$ cat config.mk
export PLATFORM = sky130hd
export DESIGN_NAME = quoted_printable_encoder
export DESIGN_NICKNAME = d
export VERILOG_FILES = /design/src/design/qpe_pkg.sv /design/src/design/quoted_printable_encoder.sv /design/src/design/qpe_fifo.sv /design/src/design/qpe_front.sv /design/src/design/qpe_back.sv
export SDC_FILE = /design/constraint.sdc
export NUM_CORES = 1
export LEC_CHECK = 0
export BUFFER_PORTS_ARGS = -buffer_cell sky130_fd_sc_hd__buf_2
export CORE_AREA = 8 8 148 164
export DETAILED_ROUTE_END_ITERATION = 6
export DIE_AREA = 0 0 156 172
export GPL_TIMING_DRIVEN = 0
export PLACE_DENSITY_LB_ADDON = 0.05
export SYNTH_ARGS = -nofsm -noshare
export SYNTH_HDL_FRONTEND = slang
export SYNTH_SLANG_ARGS = --single-unit
$ cat constraint.sdc
create_clock -name i_clk -period 5.55 [get_ports i_clk]
set_clock_uncertainty 0.1 [all_clocks]
set_input_delay 1.3875 -clock i_clk [delete_from_list [all_inputs] [get_ports i_clk]]
set_output_delay 1.3875 -clock i_clk [all_outputs]
set_load 0.05 [all_outputs]
$ cat src/design/qpe_pkg.sv
// Shared types, character codes and helpers for the quoted-printable encoder.
// No dependencies.
`timescale 1ns / 1ps
`default_nettype none

package qpe_pkg;

    // Character codes
    localparam logic [7:0] CHR_TAB = 8'd9;
    localparam logic [7:0] CHR_LF  = 8'd10;
    localparam logic [7:0] CHR_CR  = 8'd13;
    localparam logic [7:0] CHR_SP  = 8'd32;
    localparam logic [7:0] CHR_EQ  = 8'd61;

    // Configuration
    localparam logic [7:0] LINE_LIMIT_RESET = 8'd76;
    localparam logic       REG_LINE_LIMIT   = 1'b0;

    // How the back end writes out one unit
    typedef enum logic [1:0] {
        KIND_LIT = 2'd0,   // one character, room check first
        KIND_ENC = 2'd1,   // '=' and two hex digits, room check first
        KIND_LF  = 2'd2    // LF closing a CR, no room check
    } t_kind;

    // One unit queued between front and back
    typedef struct packed {
        logic [7:0] data;
        t_kind      kind;
        logic       last;
    } t_unit;

    // Uppercase hex digit of a nibble
    function automatic logic [7:0] hex_digit(input logic [3:0] v);
        logic [7:0] w;
        w = {4'b0000, v};
        return (v < 4'd10) ? (8'd48 + w) : (8'd55 + w);
    endfunction

    // Bytes that may pass as they are
    function automatic logic is_plain(input logic [7:0] b);
        return ((b >= 8'd33) && (b <= 8'd60)) || ((b >= 8'd62) && (b <= 8'd126)) ||
               (b == CHR_TAB) || (b == CHR_SP) || (b == CHR_CR) || (b == CHR_LF);
    endfunction

endpackage

`default_nettype wire

$ cat src/design/quoted_printable_encoder.sv
// Quoted-printable encoder: raw bytes in, encoded characters out, one character
// a cycle while the receiver is ready. The front end accepts one byte a cycle
// while its queue has room and no second unit is pending; a byte that releases
// a held space or tab as well as its own characters holds the input until its
// second unit is queued. The output side runs at one character per cycle when
// not stalled, so a hex-encoded byte gives three characters and a soft break
// adds three more; the sustained rate is set by the back end's single character
// port. A byte's first character passes through the queue and output register.
// Top level; depends on qpe_pkg, qpe_front, qpe_fifo and qpe_back.
`timescale 1ns / 1ps
`default_nettype none

module quoted_printable_encoder
    import qpe_pkg::*;
#(
    parameter int QUEUE_DEPTH = 4
) (
    input  wire logic        i_clk,
    input  wire logic        i_rst_n,
    // byte stream in
    input  wire logic        i_s_tvalid,
    output logic             o_s_tready,
    input  wire logic [7:0]  i_s_tdata,   // [7:0] data_byte
    input  wire logic        i_s_tlast,
    // character stream out
    output logic             o_m_tvalid,
    input  wire logic        i_m_tready,
    output logic [7:0]       o_m_tdata,   // [7:0] out_char
    output logic             o_m_tlast,
    // register port
    input  wire logic        psel,
    input  wire logic        penable,
    input  wire logic        pwrite,
    input  wire logic [2:0]  paddr,
    input  wire logic [31:0] pwdata,
    output logic [31:0]      prdata,
    output logic             pready
);

    logic [7:0] r_line_limit;
    logic       q_wr, q_rd, q_valid, q_full;
    t_unit      q_wdata, q_rdata;

    // Register port
    assign pready = 1'b1;
    assign prdata = (paddr[2] == REG_LINE_LIMIT) ? {24'd0, r_line_limit} : 32'd0;

    always_ff @(posedge i_clk) begin
        if (!i_rst_n) begin
            r_line_limit <= LINE_LIMIT_RESET;
        end else if (psel && penable && pwrite && pready && (paddr[2] == REG_LINE_LIMIT)) begin
            r_line_limit <= pwdata[7:0];
        end
    end

    qpe_front u_front (
        .i_clk    (i_clk),
        .i_rst_n  (i_rst_n),
        .i_valid  (i_s_tvalid),
        .o_ready  (o_s_tready),
        .i_data   (i_s_tdata),
        .i_last   (i_s_tlast),
        .i_q_full (q_full),
        .o_push   (q_wr),
        .o_unit   (q_wdata)
    );

    qpe_fifo #(
        .DEPTH (QUEUE_DEPTH)
    ) u_fifo (
        .i_clk   (i_clk),
        .i_rst_n (i_rst_n),
        .i_wr    (q_wr),
        .i_wdata (q_wdata),
        .i_rd    (q_rd),
        .o_rdata (q_rdata),
        .o_valid (q_valid),
        .o_full  (q_full)
    );

    qpe_back u_back (
        .i_clk        (i_clk),
        .i_rst_n      (i_rst_n),
        .i_line_limit (r_line_limit),
        .i_q_valid    (q_valid),
        .i_unit       (q_rdata),
        .o_pop        (q_rd),
        .o_valid      (o_m_tvalid),
        .i_ready      (i_m_tready),
        .o_char       (o_m_tdata),
        .o_last       (o_m_tlast)
    );

endmodule

`default_nettype wire

$ cat src/design/qpe_fifo.sv
// Short queue of encoding units between the front and back ends.
// Depends on qpe_pkg for the unit type.
`timescale 1ns / 1ps
`default_nettype none

module qpe_fifo
    import qpe_pkg::*;
#(
    parameter int DEPTH = 4
) (
    input  wire logic  i_clk,
    input  wire logic  i_rst_n,
    input  wire logic  i_wr,
    input  wire t_unit i_wdata,
    input  wire logic  i_rd,
    output t_unit      o_rdata,
    output logic       o_valid,
    output logic       o_full
);

    localparam int PW = (DEPTH > 1) ? $clog2(DEPTH) : 1;
    localparam int CW = $clog2(DEPTH + 1);
    localparam logic [PW-1:0] PTR_LAST = PW'(DEPTH - 1);
    localparam logic [CW-1:0] CNT_FULL = CW'(DEPTH);

    t_unit         r_mem [DEPTH];
    logic [PW-1:0] r_wptr, r_rptr;
    logic [CW-1:0] r_cnt;

    assign o_rdata = r_mem[r_rptr];
    assign o_valid = (r_cnt != '0);
    assign o_full  = (r_cnt == CNT_FULL);

    // Storage
    always_ff @(posedge i_clk) begin
        if (i_wr) begin
            r_mem[r_wptr] <= i_wdata;
        end
    end

    // Pointers and fill count
    always_ff @(posedge i_clk) begin
        if (!i_rst_n) begin
            r_wptr <= '0;
            r_rptr <= '0;
            r_cnt  <= '0;
        end else begin
            if (i_wr) begin
                r_wptr <= (r_wptr == PTR_LAST) ? '0 : r_wptr + 1'b1;
            end
            if (i_rd) begin
                r_rptr <= (r_rptr == PTR_LAST) ? '0 : r_rptr + 1'b1;
            end
            if (i_wr && !i_rd) begin
                r_cnt <= r_cnt + 1'b1;
            end else if (!i_wr && i_rd) begin
                r_cnt <= r_cnt - 1'b1;
            end
        end
    end

endmodule

`default_nettype wire

$ cat src/design/qpe_front.sv
// Front end: takes raw bytes, resolves the held space or tab, and queues units.
// Depends on qpe_pkg.
`timescale 1ns / 1ps
`default_nettype none

module qpe_front
    import qpe_pkg::*;
(
    input  wire logic       i_clk,
    input  wire logic       i_rst_n,
    input  wire logic       i_valid,
    output logic            o_ready,
    input  wire logic [7:0] i_data,
    input  wire logic       i_last,
    input  wire logic       i_q_full,
    output logic            o_push,
    output t_unit           o_unit
);

    logic [7:0] r_held;
    logic       r_held_v;
    logic       r_after_cr;
    t_unit      r_pend;
    logic       r_pend_v;

    logic  acc, crlf, sp_tab, lf_close;
    t_unit unit_a, unit_b;
    logic  b_v;

    assign o_ready = !r_pend_v && !i_q_full;
    assign acc     = i_valid && o_ready;

    // Classify the incoming byte
    always_comb begin
        crlf     = (i_data == CHR_CR) || (i_data == CHR_LF);
        sp_tab   = (i_data == CHR_SP) || (i_data == CHR_TAB);
        lf_close = r_after_cr && (i_data == CHR_LF);

        // held space or tab goes out first, hex only before a line end
        unit_a.data = r_held;
        unit_a.kind = crlf ? KIND_ENC : KIND_LIT;
        unit_a.last = 1'b0;

        unit_b.data = i_data;
        unit_b.last = i_last;
        b_v         = 1'b1;
        if (lf_close) begin
            unit_b.kind = KIND_LF;
        end else if (!is_plain(i_data)) begin
            unit_b.kind = KIND_ENC;
        end else if (sp_tab) begin
            unit_b.kind = KIND_ENC;
            b_v         = i_last;
        end else begin
            unit_b.kind = KIND_LIT;
        end
    end

    // Queue write: pending second unit, else the first unit of this byte
    always_comb begin
        if (r_pend_v) begin
            o_push = !i_q_full;
            o_unit = r_pend;
        end else begin
            o_push = acc && (r_held_v || b_v);
            o_unit = r_held_v ? unit_a : unit_b;
        end
    end

    always_ff @(posedge i_clk) begin
        if (acc) begin
            r_held <= i_data;
            r_pend <= unit_b;
        end
    end

    // Lookahead and line-end state
    always_ff @(posedge i_clk) begin
        if (!i_rst_n) begin
            r_held_v   <= 1'b0;
            r_after_cr <= 1'b0;
            r_pend_v   <= 1'b0;
        end else if (acc) begin
            r_held_v   <= !i_last && sp_tab;
            r_after_cr <= !i_last && !lf_close && (i_data == CHR_CR);
            r_pend_v   <= r_held_v && b_v;
        end else if (r_pend_v && !i_q_full) begin
            r_pend_v <= 1'b0;
        end
    end

endmodule

`default_nettype wire

$ cat src/design/qpe_back.sv
// Back end: writes each unit out one character a cycle while not stalled,
// with soft breaks. Depends on qpe_pkg.
`timescale 1ns / 1ps
`default_nettype none

module qpe_back
    import qpe_pkg::*;
(
    input  wire logic       i_clk,
    input  wire logic       i_rst_n,
    input  wire logic [7:0] i_line_limit,
    input  wire logic       i_q_valid,
    input  wire t_unit      i_unit,
    output logic            o_pop,
    output logic            o_valid,
    input  wire logic       i_ready,
    output logic [7:0]      o_char,
    output logic            o_last
);

    logic [2:0] r_step;
    logic       r_brk;
    logic [7:0] r_count;
    logic       r_ovalid;
    logic [7:0] r_char;
    logic       r_olast;

    logic        fire, brk_now, brk, is_end;
    logic [1:0]  len;
    logic [9:0]  cnt_ext, lim_ext;
    logic [2:0]  off, total, j;
    logic [7:0]  chr, n_count;

    assign o_valid = r_ovalid;
    assign o_char  = r_char;
    assign o_last  = r_olast;
    assign fire    = i_q_valid && (!r_ovalid || i_ready);
    assign o_pop   = fire && is_end;

    // Room check and character selection
    always_comb begin
        len     = (i_unit.kind == KIND_ENC) ? 2'd3 : 2'd1;
        cnt_ext = {2'b00, r_count} + {8'd0, len};
        lim_ext = {2'b00, i_line_limit} - 10'd2;
        brk_now = (i_unit.kind != KIND_LF) && ($signed(cnt_ext) > $signed(lim_ext));
        brk     = (r_step == 3'd0) ? brk_now : r_brk;
        off     = brk ? 3'd3 : 3'd0;
        total   = off + {1'b0, len};
        j       = r_step - off;
        is_end  = (r_step == total - 3'd1);

        if (brk && (r_step < 3'd3)) begin
            case (r_step)
                3'd0:    chr = CHR_EQ;
                3'd1:    chr = CHR_CR;
                default: chr = CHR_LF;
            endcase
        end else if (i_unit.kind == KIND_ENC) begin
            case (j)
                3'd0:    chr = CHR_EQ;
                3'd1:    chr = hex_digit(i_unit.data[7:4]);
                default: chr = hex_digit(i_unit.data[3:0]);
            endcase
        end else begin
            chr = i_unit.data;
        end

        // count after this unit, committed on its first character
        if (i_unit.last || (i_unit.kind == KIND_LF) ||
            ((i_unit.kind == KIND_LIT) && (i_unit.data == CHR_LF))) begin
            n_count = 8'd0;
        end else begin
            n_count = (brk_now ? 8'd0 : r_count) + {6'd0, len};
        end
    end

    // Output word register
    always_ff @(posedge i_clk) begin
        if (fire) begin
            r_char  <= chr;
            r_olast <= i_unit.last && is_end;
        end
    end

    // Sequencer and line count
    always_ff @(posedge i_clk) begin
        if (!i_rst_n) begin
            r_step   <= 3'd0;
            r_brk    <= 1'b0;
            r_count  <= 8'd0;
            r_ovalid <= 1'b0;
        end else begin
            if (fire) begin
                r_ovalid <= 1'b1;
                r_step   <= is_end ? 3'd0 : r_step + 3'd1;
                if (r_step == 3'd0) begin
                    r_brk   <= brk_now;
                    r_count <= n_count;
                end
            end else if (i_ready) begin
                r_ovalid <= 1'b0;
            end
        end
    end

endmodule

`default_nettype wire

==> metrics.txt, run 1 <==
status=complete, no violations; Combinational Power Share=0.392; area of the multi-input gates=around 2600 um2; RSZ-0062 raised after global routing=yes; vias in the first global route=around 3700; Period minus WS final=between 5000 and 6000 ps; die area=roughly 27000 um2; Critical Path RT=5730 ps; H-tree depth=3; Final Cycle Share=0.955; relative slew slack=0.422; routed wire length=approximately 13000 um; pin count of the biggest net entering global routing=21; Ports=95; dpl hpwl=9480 um; Min Hold Slack=395 ps; register area=between 2000 and 3000 um2; DRC=0; clk slew on worst S/H paths=about 80 ps; most area-consuming cells after synthesis=edfxtp_1, dfxtp_1, ha_1; post-route ant nets=0; routed via count=about 3700; worst slew pin tran=roughly 870 ps; PortBufs=43; Longest Clk Path Bufs=2; Unique masters post-synth=70; Starting Density=0.246; total grt overflow=0; TritonCTS Sinks=97; Critical Path Fanout Max=10; GR Util All Layers=0.0977; total power=approximately 2.6 mW; DR iter-0 viols=206; worst reg-to-reg setup slack=250 ps; element type at the critical path start=flip-flop; Worst Setup Slack, final=251 ps; initial antenna violation count=0; # diodes=0; Sw Ratio=0.393; P_sw=1.03 mW; Synth Warn #=0; post-synthesis sequential area ratio=0.486; core area=21600 um2; Hold Buf Count CTS=0; clock network power share=0.245; Skew-Pair Late Insertion Delay=350 ps; post-synth top area share=0.362; Root Buffer=clkbuf_16; CP endpoint kind=flip-flop; Synth Instances=485; Pleak=2.54 nW; Crit Path Category=reg -> reg; fmax=around 0.19 GHz; Seq cells post-synth=just under 100; asr flop ratio synth=0; Initial DRT Pass Iterations=4; Hold Vio Cnt, Final=0; # rows=between 50 and 60; final net count=approximately 650; PD cells=401 nW/um2; Vert. Die Dim=approximately 170 um; Hold Crit Class=reg -> reg; Slew Viols, Final=0; first-pass GRT wire length=20100 um; part of the power in registers=0.363; fillers=2273; area grow syn2layout=22.5%; pre-CTS setup slack=-1010 ps; vias per cell=roughly 4.2; GPL Wtd Cong=approximately 0.77; Final setup viols=0; number of synthesized flops with an enable pin=64; Post-Syn Area=between 5000 and 6000 um2; Pint=around 1.6 mW; Max IR drop VDD=~150 uV; ys flop type=edfxtp_1; layout cell share with drive strength beyond 1=0.243; Max-Cap Viols=0; placed cell area=approximately 6000 um2; Die X-Extent=between 150 and 200 um; Final Cell Area=around 6500 um2; CTS Buf Count=9; Syn Area/Cell=11.0 um2; crit path DAT=around 5500 ps; drt wl/cell=around 15 um; CTS tree=yes; final core occ=0.301; Synth area leader=edfxtp_1
==> cell usage after synthesis (all sizes together), types with 2 or more instances <==
master and number:
nor4 2, mux4 11, o22ai 3, o31ai 3
nor2b 11, a31oi 3, nand4 5, xor2 7
a2111oi 3, nand3 17, nor3b 4, clkbuf 9
o21ai 20, ha 26, nor4b 2, a31o 3
mux2 8, or2b 2, and2 5, dfxtp 33
nor3 4, a22o 4, and3 3, or3 3
buf 32, fa 4, a21o 6, conb 2
nor2 39, or3b 2, xnor2 13, inv 27
nand2 47, o32ai 2, o221ai 2, a21oi 24
mux2i 2, o211ai 2, o21a 3, nand2b 5
edfxtp 64
==> flip-flops by register name, indices dropped and copies added (netlist names), named ones only <==
name and cells:
u_back.r_step 3, u_fifo.r_wptr 2, u_back.r_count 8, u_fifo.r_rptr 2
u_front.r_held 8, u_front.r_pend_v 1, u_back.o_valid 1, u_front.r_held_v 1
u_back.r_brk 1, u_fifo.r_mem 44, u_back.o_last 1, u_front.r_pend 3
r_line_limit 8, u_back.o_char 8, u_front.r_after_cr 1, u_fifo.r_cnt 3
==> stage by stage <==
stage | cells | TNS [ps]
6_report | 872 | 0
5_1_grt | 872 | -37.3
4_1_cts | 868 | 0
3_5_place_dp | 846 | -8350
3_3_place_gp | 846 | -8700
2_1_floorplan | 508 | 0
==> worst max-delay path: stages (launching register included) <==
cell        delay [ps]
dfxtp_2            350
buf_8              120
mux4_2             520
and2b_1            240
buf_8              150
clkinvlp_4         100
fa_2               390
nor2_1             140
xor2_1              90
ha_1               300
nand4_1            160
o21bai_4           220
a41oi_4            210
o21ai_4            110
o21ai_4            240
ha_2               340
nand3_1            120
inv_2               70
nand2_4            110
ha_4               150
inv_1               50
fa_2               330
xor2_1             170
or3_1              320
a21oi_2            130
==> final timing paths <==
path | startpoint | end | depth (start not counted)
setup / recovery | flip-flop | u_fifo.r_cnt[2] | 24
setup reg to reg | flip-flop | u_fifo.r_cnt[2] | 24
hold reg to reg | r_line_limit[1] | r_line_limit[1] | 2
hold / removal | r_line_limit[1] | r_line_limit[1] | 2
==> layer usage <==
layer	part of all wire	wire length [um]	GRT usage
met5	0	0	0
met4	0.015	191	0.0393
met3	0.034	438	0.0203
met2	0.49	6260	0.166
met1	0.46	5950	0.119
==> cell usage in the layout, fill, tap and decap left out, types with 4 or more instances in the layout <==
cell type	count
a22o_1	4
clkbuf_16	9
mux2_2	8
nor3b_1	4
a21o_1	6
and2_1	5
nand3_1	17
nor2b_1	11
clkbuf_1	8
o21ai_1	6
conb_1	25
o21ai_0	12
xor2_1	7
xnor2_1	13
mux4_1	7
inv_1	25
nor3_1	4
mux4_2	4
buf_2	46
buf_4	36
nand2_1	45
nor2_1	38
nand4_1	5
ha_1	23
nand2b_1	5
dfxtp_1	32
a21oi_1	22
edfxtp_1	64
==> final cells by class <==
cell class                 count  area share
clock buffer                   9      0.0346
inverter                      27      0.0161
clock inverter                 7      0.0117
timing repair buffer          53      0.0446
buffer                        41      0.0427
multi-input combinational    343       0.397
sequential                    97       0.397
tap                          295      0.0567
==> power groups by stage <==
stage | Clock (mW) | Combinational, mW | Sequential [mW]
3_3_place_gp | 0 | 0.934 | 0.964
2_1_floorplan | 0 | 0.567 | 1.09
6_report | 0.641 | 1.02 | 0.949
4_1_cts | 0.662 | 0.973 | 0.950
5_1_grt | 0.690 | 1.13 | 0.961
3_5_place_dp | 0 | 0.929 | 0.966
==> logic make-up (layout without fill, tap and decap cells) <==
kind of cell / count (synthesis) / in the layout / synth area share
XOR/XNOR: 20 / 20 / 0.0330
multiplexers: 21 / 21 / 0.0737
AND/OR/NAND/NOR: 158 / 158 / 0.150
AO/OA/AOI/OAI: 89 / 89 / 0.111
adder cells (fa/ha/maj): 30 / 30 / 0.0763
buffers and inverters: 68 / 137 / 0.0681
flip-flops: 97 / 97 / 0.486
other: 2 / 25 / 0.00141
==> what timing repair did <==
| item | in CTS | in global routing |
|---|---|---|
| endpoints found under the setup margin | 19 | 6 |
| pin swaps | 4 | 8 |
| resized for setup | 14 | 20 |
| buffers inserted | 6 | 4 |
Power figures use the tool's default switching activity.
==> run 2, diff against run 1 <==
--- a/config.mk
+++ b/config.mk
@@ -5,12 +5,13 @@
 export SDC_FILE = /design/constraint.sdc
 export NUM_CORES = 1
 export LEC_CHECK = 0
-export BUFFER_PORTS_ARGS = -buffer_cell sky130_fd_sc_hd__buf_2
-export CORE_AREA = 8 8 148 164
+export CORE_AREA = 2 2 142 158
 export DETAILED_ROUTE_END_ITERATION = 6
-export DIE_AREA = 0 0 156 172
+export DIE_AREA = 0 0 144 160
+export DONT_BUFFER_PORTS = 1
 export GPL_TIMING_DRIVEN = 0
 export PLACE_DENSITY_LB_ADDON = 0.05
 export SYNTH_ARGS = -nofsm -noshare
 export SYNTH_HDL_FRONTEND = slang
 export SYNTH_SLANG_ARGS = --single-unit
+export TNS_END_PERCENT = 30
==> run 2 against run 1 <==
Against the previous run:
- global-route usage up 1.4 points
- maximum frequency up 0.86%
- flip-flop and latch count unchanged
- final cell count down 4.4%
- highest routed layer unchanged
==> metrics.txt, run 2 (synthesized netlist as in run 1, its figures left out) <==
routed via count=between 3000 and 4000; Crit Path Category=reg -> reg; fillers=roughly 2300; critical path's slowest cell=mux4_2; # rows=57; core area=21600 um2; Initial DRT Pass Iterations=4; final core occ=0.294; Final Cycle Share=0.947; area of the multi-input gates=about 2600 um2; max reg flops=between 40 and 50; drt wl/cell=15.0 um; Period minus WS final=5250 ps; part of the power in registers=0.422; Final setup viols=0; Final Cell Area=approximately 6300 um2; post-route ant nets=0; first-pass GRT wire length=between 15000 and 20000 um; element type at the critical path start=flip-flop; pre-CTS setup slack=-1100 ps; CTS Buf Count=9; DRC=0; CP endpoint kind=flip-flop; Starting Density=0.246; Max-Cap Viols=0; initial antenna violation count=0; vias in the first global route=around 3400; P_sw=1.02 mW; DR iter-0 viols=242; most frequent cells in the layout=edfxtp_1, nand2_1, buf_4, nor2_1, dfxtp_1; Worst Setup Slack, final=roughly 300 ps; Hold Vio Cnt, Final=0; dpl hpwl=approximately 9000 um; Vert. Die Dim=roughly 160 um; clk slew on worst S/H paths=around 80 ps; Pint=around 1.6 mW; H-tree depth=3; layout cell share with drive strength beyond 1=0.191; Combinational Power Share=0.328; total grt overflow=0; GPL Wtd Cong=slightly below 0.8; # diodes=0; die area=about 23000 um2; PortBufs=0; Ports=between 90 and 100; Critical Path Fanout Max=4; pin count of the biggest net entering global routing=21; placed cell area=around 5800 um2; register area=2590 um2; Hold Crit Class=reg -> reg; clock network power share=0.250; Slew Viols, Final=0; worst slew pin tran=~940 ps; Pleak=2.39 nW; Longest Clk Path Bufs=2; fmax=approximately 0.19 GHz; final net count=615; vias per cell=4.29; Max IR drop VDD=about 150 uV; Sw Ratio=0.393; most common cell after layout, fill and taps aside=edfxtp_1; routed wire length=about 13000 um; GR Util All Layers=0.112; Die X-Extent=~140 um; PD cells=between 400 and 500 nW/um2; Skew-Pair Late Insertion Delay=between 300 and 400 ps; CTS tree=yes; crit path DAT=5440 ps; status=complete, no violations; area grow syn2layout=19.4%; relative slew slack=0.368; Critical Path RT=approximately 5700 ps; Biggest register=u_fifo.r_mem; Root Buffer=clkbuf_16; TritonCTS Sinks=97; slowest stage delay, CP=~540 ps
[run 2: changes by cell type in the layout (fill, tap and decap cells not counted), sizes merged]
cell    previous run  this run
buf               86        48
inv               31        29
clkinv             2         4
[run 2: final timing paths]
kind	from	to	slack [ps]	cells after the start
max	flip-flop	u_fifo.r_cnt[2]	300	25
min	u_fifo.r_rptr[0]	flip-flop	390	2
max reg2reg	flip-flop	u_fifo.r_cnt[2]	300	25
min reg2reg	u_fifo.r_rptr[0]	flip-flop	390	2
[run 2: final cells by class]
cell class / instances / area share
Inverter: 27 / 0.0166
Clock buffer: 9 / 0.0355
Timing Repair Buffer: 15 / 0.0178
Buffer: 41 / 0.0438
Sequential cell: 97 / 0.408
Multi-Input combinational cell: 343 / 0.408
Tap cell: 295 / 0.0582
Clock inverter: 7 / 0.0128
[run 2: layer usage]
layer,part of all wire,routed length (um),track usage
met2,0.47,5840,0.174
met5,0,0,0
met4,0.011,138,0.0348
met1,0.49,6130,0.153
met3,0.031,393,0.0273
[run 2: power by group through the flow]
stage	combinational [mW]	clock, mW	sequential, mW
6_report	0.846	0.645	1.09
5_1_grt	0.951	0.699	1.10
4_1_cts	0.801	0.664	1.09
3_5_place_dp	0.746	0	1.11
3_3_place_gp	0.748	0	1.10
2_1_floorplan	0.567	0	1.09
[run 2: worst max-delay path: cells and delay by family, from the launching register on]
family	cells	cell delay, ps
xor gates and xnor gates	3	450
buffers and inverters	4	350
and+or+nand+nor	6	990
muxes	1	540
DFF	1	360
adders and majority gates	5	1300
AOI/OAI and AO/OA	6	1090
[run 2: stage by stage]
step / power [mW] / hold WS (ps) / cells / TNS (ps)
3_3_place_gp: 1.85 / 388 / 803 / -9930
5_1_grt: 2.76 / 417 / 834 / -13.2
2_1_floorplan: 1.66 / 349 / 508 / 0
3_5_place_dp: 1.85 / 383 / 803 / -10450
6_report: 2.58 / 387 / 834 / 0
4_1_cts: 2.56 / 392 / 826 / 0
[run 2: timing repair]
| action | in CTS | in global routing |
|---|---|---|
| endpoints found under the setup margin | 21 | 10 |
| hold endpoints to repair | 0 | 0 |
| setup buffers | 7 | 8 |
| pin swaps | 4 | 13 |
| hold buffers | 0 | 0 |
| gates resized for setup | 16 | 18 |
